==> src/rtl/core/xad_pkg.sv <==
// ----------------------------------------------------------------------------
// XA ADPCM sample decoder package
// Shared types, widths and filter coefficient tables.
// ----------------------------------------------------------------------------
package xad_pkg;

    localparam int NUM_CHANNELS_DEFAULT = 2;
    localparam int CODE_W   = 4;
    localparam int HEADER_W = 8;
    localparam int SAMPLE_W = 16;
    localparam int COEF_W   = 10;

    localparam logic [3:0] MAX_RANGE = 4'd12;

    typedef logic signed [SAMPLE_W-1:0] sample_t;
    typedef logic signed [COEF_W-1:0]   coef_t;

    typedef struct packed {
        sample_t newest;
        sample_t older;
    } hist_pair_t;

    typedef struct packed {
        logic    en;
        sample_t data;
    } hist_wr_t;

    function automatic coef_t coef_a(input logic [1:0] filt);
        coef_t k;
        case (filt)
            2'd0:    k = 10'sd0;
            2'd1:    k = 10'sd240;
            2'd2:    k = 10'sd460;
            2'd3:    k = 10'sd392;
            default: k = 10'sd0;
        endcase
        return k;
    endfunction

    function automatic coef_t coef_b(input logic [1:0] filt);
        coef_t k;
        case (filt)
            2'd0:    k = 10'sd0;
            2'd1:    k = 10'sd0;
            2'd2:    k = -10'sd208;
            2'd3:    k = -10'sd220;
            default: k = 10'sd0;
        endcase
        return k;
    endfunction

endpackage

==> src/rtl/core/xad_history.sv <==
// ----------------------------------------------------------------------------
// XA ADPCM predictor history
// Holds the two most recent decoded samples of every channel.
// ----------------------------------------------------------------------------
module xad_history
    import xad_pkg::*;
#(
    parameter int NUM_CHANNELS = NUM_CHANNELS_DEFAULT,
    parameter int IDX_W        = (NUM_CHANNELS > 1) ? $clog2(NUM_CHANNELS) : 1
)
(
    input  logic             clk,
    input  logic             rst_n,
    input  logic [IDX_W-1:0] slot,
    input  hist_wr_t         wr,
    output hist_pair_t       rd
);

    sample_t newest_reg [NUM_CHANNELS];
    sample_t older_reg  [NUM_CHANNELS];

    assign rd.newest = newest_reg[slot];
    assign rd.older  = older_reg[slot];

    always_ff @(posedge clk or negedge rst_n)
    begin
        if (!rst_n)
        begin
            for (int i = 0; i < NUM_CHANNELS; i++)
            begin
                newest_reg[i] <= '0;
                older_reg[i]  <= '0;
            end
        end
        else if (wr.en)
        begin
            older_reg[slot]  <= newest_reg[slot];
            newest_reg[slot] <= wr.data;
        end
    end

endmodule

==> src/rtl/core/xad_predictor.sv <==
// ----------------------------------------------------------------------------
// XA ADPCM predictor
// Scales one code by the unit range, adds the filtered history and saturates.
// ----------------------------------------------------------------------------
module xad_predictor
    import xad_pkg::*;
(
    input  logic [CODE_W-1:0]   code,
    input  logic [HEADER_W-1:0] header,
    input  hist_pair_t          hist,
    output sample_t             pcm
);

    logic [3:0]         range_val;
    logic [1:0]         filt;
    logic [3:0]         shift;
    logic signed [16:0] code_ext;
    logic signed [16:0] scaled;
    coef_t              ka;
    coef_t              kb;
    logic signed [25:0] ka_ext;
    logic signed [25:0] kb_ext;
    logic signed [25:0] newest_ext;
    logic signed [25:0] older_ext;
    logic signed [25:0] prod_a;
    logic signed [25:0] prod_b;
    logic signed [26:0] pred;
    logic signed [26:0] pred_adj;
    logic signed [18:0] quot;
    logic signed [19:0] acc;

    assign range_val = header[3:0];
    assign filt      = header[5:4];
    assign shift     = (range_val > MAX_RANGE) ? 4'd0 : (MAX_RANGE - range_val);

    assign code_ext = {{13{code[3]}}, code};
    assign scaled   = code_ext <<< shift;

    assign ka = coef_a(filt);
    assign kb = coef_b(filt);

    assign ka_ext     = {{16{ka[COEF_W-1]}}, ka};
    assign kb_ext     = {{16{kb[COEF_W-1]}}, kb};
    assign newest_ext = {{10{hist.newest[SAMPLE_W-1]}}, hist.newest};
    assign older_ext  = {{10{hist.older[SAMPLE_W-1]}}, hist.older};

    assign prod_a = ka_ext * newest_ext;
    assign prod_b = kb_ext * older_ext;
    assign pred   = {prod_a[25], prod_a} + {prod_b[25], prod_b};

    // Division by 256 rounds toward zero, so negative sums are biased first.
    assign pred_adj = pred[26] ? (pred + 27'sd255) : pred;
    assign quot     = pred_adj[26:8];
    assign acc      = {{3{scaled[16]}}, scaled} + {quot[18], quot};

    always_comb
    begin
        if (acc > 20'sd32767)
        begin
            pcm = 16'sh7fff;
        end
        else if (acc < -20'sd32768)
        begin
            pcm = 16'sh8000;
        end
        else
        begin
            pcm = acc[15:0];
        end
    end

endmodule

==> src/rtl/core/xa_adpcm_sample_decoder.sv <==
// ----------------------------------------------------------------------------
// XA ADPCM sample decoder
// Turns one 4-bit ADPCM code per request into one saturated 16-bit sample.
// ----------------------------------------------------------------------------
// The block takes one request per clock cycle while the output is not held
// by back-pressure; with a request waiting in the input register and the
// result register stalled, it stalls its input. Each accepted request passes
// through the input register and then the result register, and the single
// decode stage between them writes its per-channel history at the same edge
// as the result register, so a following request on the same channel sees
// the new history in the very next cycle.
module xa_adpcm_sample_decoder
    import xad_pkg::*;
#(
    parameter int NUM_CHANNELS = NUM_CHANNELS_DEFAULT
)
(
    input  logic        clk,
    input  logic        rst_n,
    input  logic        s_axis_tvalid,
    output logic        s_axis_tready,
    input  logic [15:0] s_axis_tdata,   // sample_code[3:0], header_byte[11:4], zero pad
    input  logic [0:0]  s_axis_tuser,   // channel[0]
    output logic        m_axis_tvalid,
    input  logic        m_axis_tready,
    output logic [15:0] m_axis_tdata,   // pcm_sample[15:0]
    output logic [0:0]  m_axis_tuser    // sample_channel[0]
);

    localparam int IDX_W = (NUM_CHANNELS > 1) ? $clog2(NUM_CHANNELS) : 1;

    logic                in_valid_reg;
    logic                in_valid_next;
    logic [CODE_W-1:0]   code_reg;
    logic [HEADER_W-1:0] header_reg;
    logic                chan_reg;
    logic                out_valid_reg;
    logic                out_valid_next;
    sample_t             pcm_reg;
    logic                out_chan_reg;

    logic                advance;
    logic                take;
    logic [IDX_W-1:0]    slot;
    hist_pair_t          hist;
    hist_wr_t            hist_wr;
    sample_t             pcm;

    assign advance       = in_valid_reg && (!out_valid_reg || m_axis_tready);
    assign s_axis_tready = !in_valid_reg || advance;
    assign take          = s_axis_tvalid && s_axis_tready;

    always_comb
    begin
        if (int'(chan_reg) >= NUM_CHANNELS)
        begin
            slot = IDX_W'(NUM_CHANNELS - 1);
        end
        else
        begin
            slot = IDX_W'(chan_reg);
        end
    end

    assign hist_wr.en   = advance;
    assign hist_wr.data = pcm;

    xad_history #(
        .NUM_CHANNELS (NUM_CHANNELS),
        .IDX_W        (IDX_W)
    ) u_history (
        .clk   (clk),
        .rst_n (rst_n),
        .slot  (slot),
        .wr    (hist_wr),
        .rd    (hist)
    );

    xad_predictor u_predictor (
        .code   (code_reg),
        .header (header_reg),
        .hist   (hist),
        .pcm    (pcm)
    );

    always_comb
    begin
        in_valid_next = in_valid_reg;
        if (take)
        begin
            in_valid_next = 1'b1;
        end
        else if (advance)
        begin
            in_valid_next = 1'b0;
        end

        out_valid_next = out_valid_reg;
        if (advance)
        begin
            out_valid_next = 1'b1;
        end
        else if (m_axis_tready)
        begin
            out_valid_next = 1'b0;
        end
    end

    always_ff @(posedge clk or negedge rst_n)
    begin
        if (!rst_n)
        begin
            in_valid_reg  <= 1'b0;
            out_valid_reg <= 1'b0;
        end
        else
        begin
            in_valid_reg  <= in_valid_next;
            out_valid_reg <= out_valid_next;
        end
    end

    always_ff @(posedge clk)
    begin
        if (take)
        begin
            code_reg   <= s_axis_tdata[3:0];
            header_reg <= s_axis_tdata[11:4];
            chan_reg   <= s_axis_tuser[0];
        end
        if (advance)
        begin
            pcm_reg      <= pcm;
            out_chan_reg <= chan_reg;
        end
    end

    assign m_axis_tvalid = out_valid_reg;
    assign m_axis_tdata  = pcm_reg;
    assign m_axis_tuser  = out_chan_reg;

endmodule

==> config.mk <==
export PLATFORM = sky130hd
export DESIGN_NAME = xa_adpcm_sample_decoder
export DESIGN_NICKNAME = d
export VERILOG_FILES = /design/src/rtl/core/xad_pkg.sv /design/src/rtl/core/xad_history.sv /design/src/rtl/core/xad_predictor.sv /design/src/rtl/core/xa_adpcm_sample_decoder.sv
export SDC_FILE = /design/constraint.sdc
export NUM_CORES = 1
export LEC_CHECK = 0
export ABC_AREA = 1
export BUFFER_PORTS_ARGS = -buffer_cell sky130_fd_sc_hd__buf_2
export CORE_UTILIZATION = 66
export CTS_BUF_LIST = sky130_fd_sc_hd__clkbuf_8 sky130_fd_sc_hd__clkbuf_16
export DETAILED_ROUTE_END_ITERATION = 12
export PLACE_DENSITY = 0.82
export SLEW_MARGIN = 0
export SYNTH_ARGS = -nofsm -noshare
export SYNTH_HDL_FRONTEND = slang
export SYNTH_SLANG_ARGS = --single-unit
==> constraint.sdc <==
create_clock -name clk -period 10.6 [get_ports clk]
set_input_delay 2.12 -clock clk [delete_from_list [all_inputs] [get_ports clk]]
set_output_delay 2.12 -clock clk [all_outputs]
set_load 0.005 [all_outputs]
==> flow_summary.json <==
{
  "drive_above_1_share_pct": 7.71,
  "cts_tree": "built",
  "timing.hold.ws_ps": 478,
  "drt_iter0_markers": 838,
  "cp_top_family": "adder cells",
  "clk_pin_slew_worst_paths_ps": 70,
  "ant_nets": 0,
  "vias_per_cell": 5.44,
  "syn_area_mm2": 0.0140,
  "rsz0062_at_grt": "no",
  "grt_overflow": 0,
  "h-tree-depth": 3,
  "setup_ws_ps": 826,
  "maxSlewViolCount": 0,
  "outcome": "finished clean",
  "synth.area.top_cells": "fa_1 (26%), ha_1 (16%), dfrtp_1 (12%)",
  "setup_viol_count_final": 0,
  "worst_pin_slew_ps": 1150,
  "place_hpwl_um": 27600,
  "synth_top_family_by_area": "adder cells",
  "seq_area_frac_synth_pct": 17.8,
  "critical_path.max_stage_delay_ps": 550,
  "worstPathRequired_ps": 10650,
  "top_usage_layer": "met2",
  "fin_tns_setup_ps": 0,
  "synth_cell_types": 38,
  "dpl_cell_area_mm2": 0.0145,
  "finalCritPeriodShare_pct": 92.2,
  "r2r_setup_slack_ps": 830,
  "r2r_cells": 46,
  "clock_latency_ps": 350,
  "synthXorXnorAreaFrac_pct": 2.02,
  "finalClockSkew_ps": 11.2,
  "dieArea_mm2": 0.0218,
  "use_met1_pct": 43.2,
  "min_to": "u_history.newest_reg[31]",
  "yosys.area.top_type": "fa_1",
  "gp_congestion": 0.970,
  "met3_usage_pct": 4.85,
  "synth_compound_area_share_pct": 5.49,
  "drt_pass1_iterations": 7,
  "min_path_type": "flop to flop",
  "hold_buffers": 0,
  "synthMuxAreaShare_pct": 0.358,
  "final_cell_mix": "inv_1 (388), nand2_1 (382), nor2_1 (195)",
  "initial_core_util_pct": 68.2,
  "cp-start-kind": "flop",
  "crit_fanout": 18,
  "seq_area_mm2": 0.00249,
  "fin_crit_ps": 9770,
  "cts_sinks": 94,
  "final_common_cell": "inv_1",
  "die_y_um": 147,
  "worst_r2r_endpoint": "m_axis_tdata[0]",
  "syn-num-nets": 2147,
  "crit_type": "flop to flop",
  "synth-seq-cells": 94,
  "drv_cap": 0,
  "crit_arrival_ps": 9820,
  "drc": 0,
  "grt_max_degree": 67,
  "core_mm2": 0.0205,
  "vias": 11400,
  "area_delta_synth_final_pct": 6.38,
  "crit_start": "header_reg[5]",
  "root_buffer": "clkbuf_16",
  "yosysTopAreaCellShare_pct": 25.5,
  "io_pins": 40,
  "design_area_mm2": 0.0149,
  "grt.total_usage_pct": 32.5,
  "yosys.area_share.adder_pct": 41.1,
  "synth_area_per_cell_um2": 7.88,
  "cp-end-kind": "flop",
  "clock_path_buffers": 2,
  "nets": 2185,
  "synth_ff_type": "dfrtp_1",
  "antenna_found_initial": 0,
  "fmax_mhz": 102,
  "die_w_um": 147,
  "synth_warnings": 0,
  "routedWlPerCell_um": 15.6,
  "async_flop_share_pct": 70.2,
  "slew_headroom_pct": 23.1,
  "netlist_instances": 1774,
  "cts_setup_buffers": 0,
  "multi_input_area_mm2": 0.00987,
  "path_buf_inv": 12,
  "diodes": 0,
  "crit_slowest_cell": "fa_1",
  "numPortBuffers": 33,
  "globalRouteMet2Util_pct": 54.5,
  "hold_viol": 0,
  "dp_slack_ps": 949,
  "num_rows": 52,
  "cts_resized": 0,
  "numCtsBuffers": 9,
  "synth_edf_count": 28,
  "min_from": "u_history.newest_reg[31]",
  "hold_depth": 2,
  "grt_first_pass_wirelength_um": 55600,
  "drt-total-wl_um": 32600,
  "fillers": 1645,
  "grt_pass1_vias": 11600,
  "r2r-start": "header_reg[5]",
  "synth-simple-area-share_pct": 21.7
}
## synth_stat cells, types with 3 or more instances
cell type / count
a21oi_1: 42
nor2_2: 4
nand2_1: 382
ha_1: 174
nand4_1: 16
inv_1: 388
nor3_1: 8
nor2_1: 195
o21ai_0: 91
dfrtp_1: 66
o21bai_1: 5
edfxtp_1: 28
fa_1: 178
nand3b_1: 7
nand2_2: 27
xor2_1: 15
mux2i_1: 5
or2_2: 27
xnor2_1: 14
a31oi_1: 3
a21o_1: 4
nand3_1: 49
clkbuf_1: 27
## worst register-to-register path, delay by kind of cell, from the launching register on
family	cells	cell delay, ps
adders and majority gates	11	4550
buffers and inverters	12	1370
DFF	1	500
and+or+nand+nor	23	3060
## metal layers
| layer | vias to the layer above | part of all wire, % |
|---|---|---|
| li1 | 5474 | - |
| met1 | 5457 | 41 |
| met2 | 358 | 49 |
| met3 | 70 | 6.5 |
| met4 | 0 | 3.5 |
| met5 | - | 0 |
## stage by stage
step / utilization [%] / std cells
floorplan: - / 1774
global placement: 70.9 / 2071
detailed placement: 70.9 / 2071
CTS: 72.5 / 2087
global route: 72.5 / 2087
finish: 72.5 / 2087
## kinds of logic (layout without fill, tap and decap cells)
| family | count (synthesis) | count (layout) |
|---|---|---|
| AOI/OAI and AO/OA | 147 | 147 |
| xor gates and xnor gates | 30 | 30 |
| adders and majority gates | 352 | 352 |
| buffers and inverters | 424 | 467 |
| DFF | 94 | 94 |
| muxes | 5 | 5 |
| and+or+nand+nor | 722 | 722 |
## how the worst max path moves through the flow
stage          slack (ps)          endpoint  cells after the start
6_report              830   m_axis_tdata[0]                     46
5_1_grt               220   m_axis_tdata[0]                     46
4_1_cts               920   m_axis_tdata[0]                     46
3_5_place_dp          950   m_axis_tdata[0]                     46
3_3_place_gp         1120   m_axis_tdata[0]                     46
2_1_floorplan        2260  m_axis_tdata[10]                     44
## final cells by class
class,count,share of cell area [%]
multi-input cells,1256,66.4
flip-flops and latches,94,16.8
inverters,392,9.90
repair buffers,59,2.42
well taps,270,2.27
clock buffers,12,1.87
clock inverters,4,0.379
Power is not shown: default switching activity piles up to over one toggle a cycle in this logic, so the estimate is an artifact.
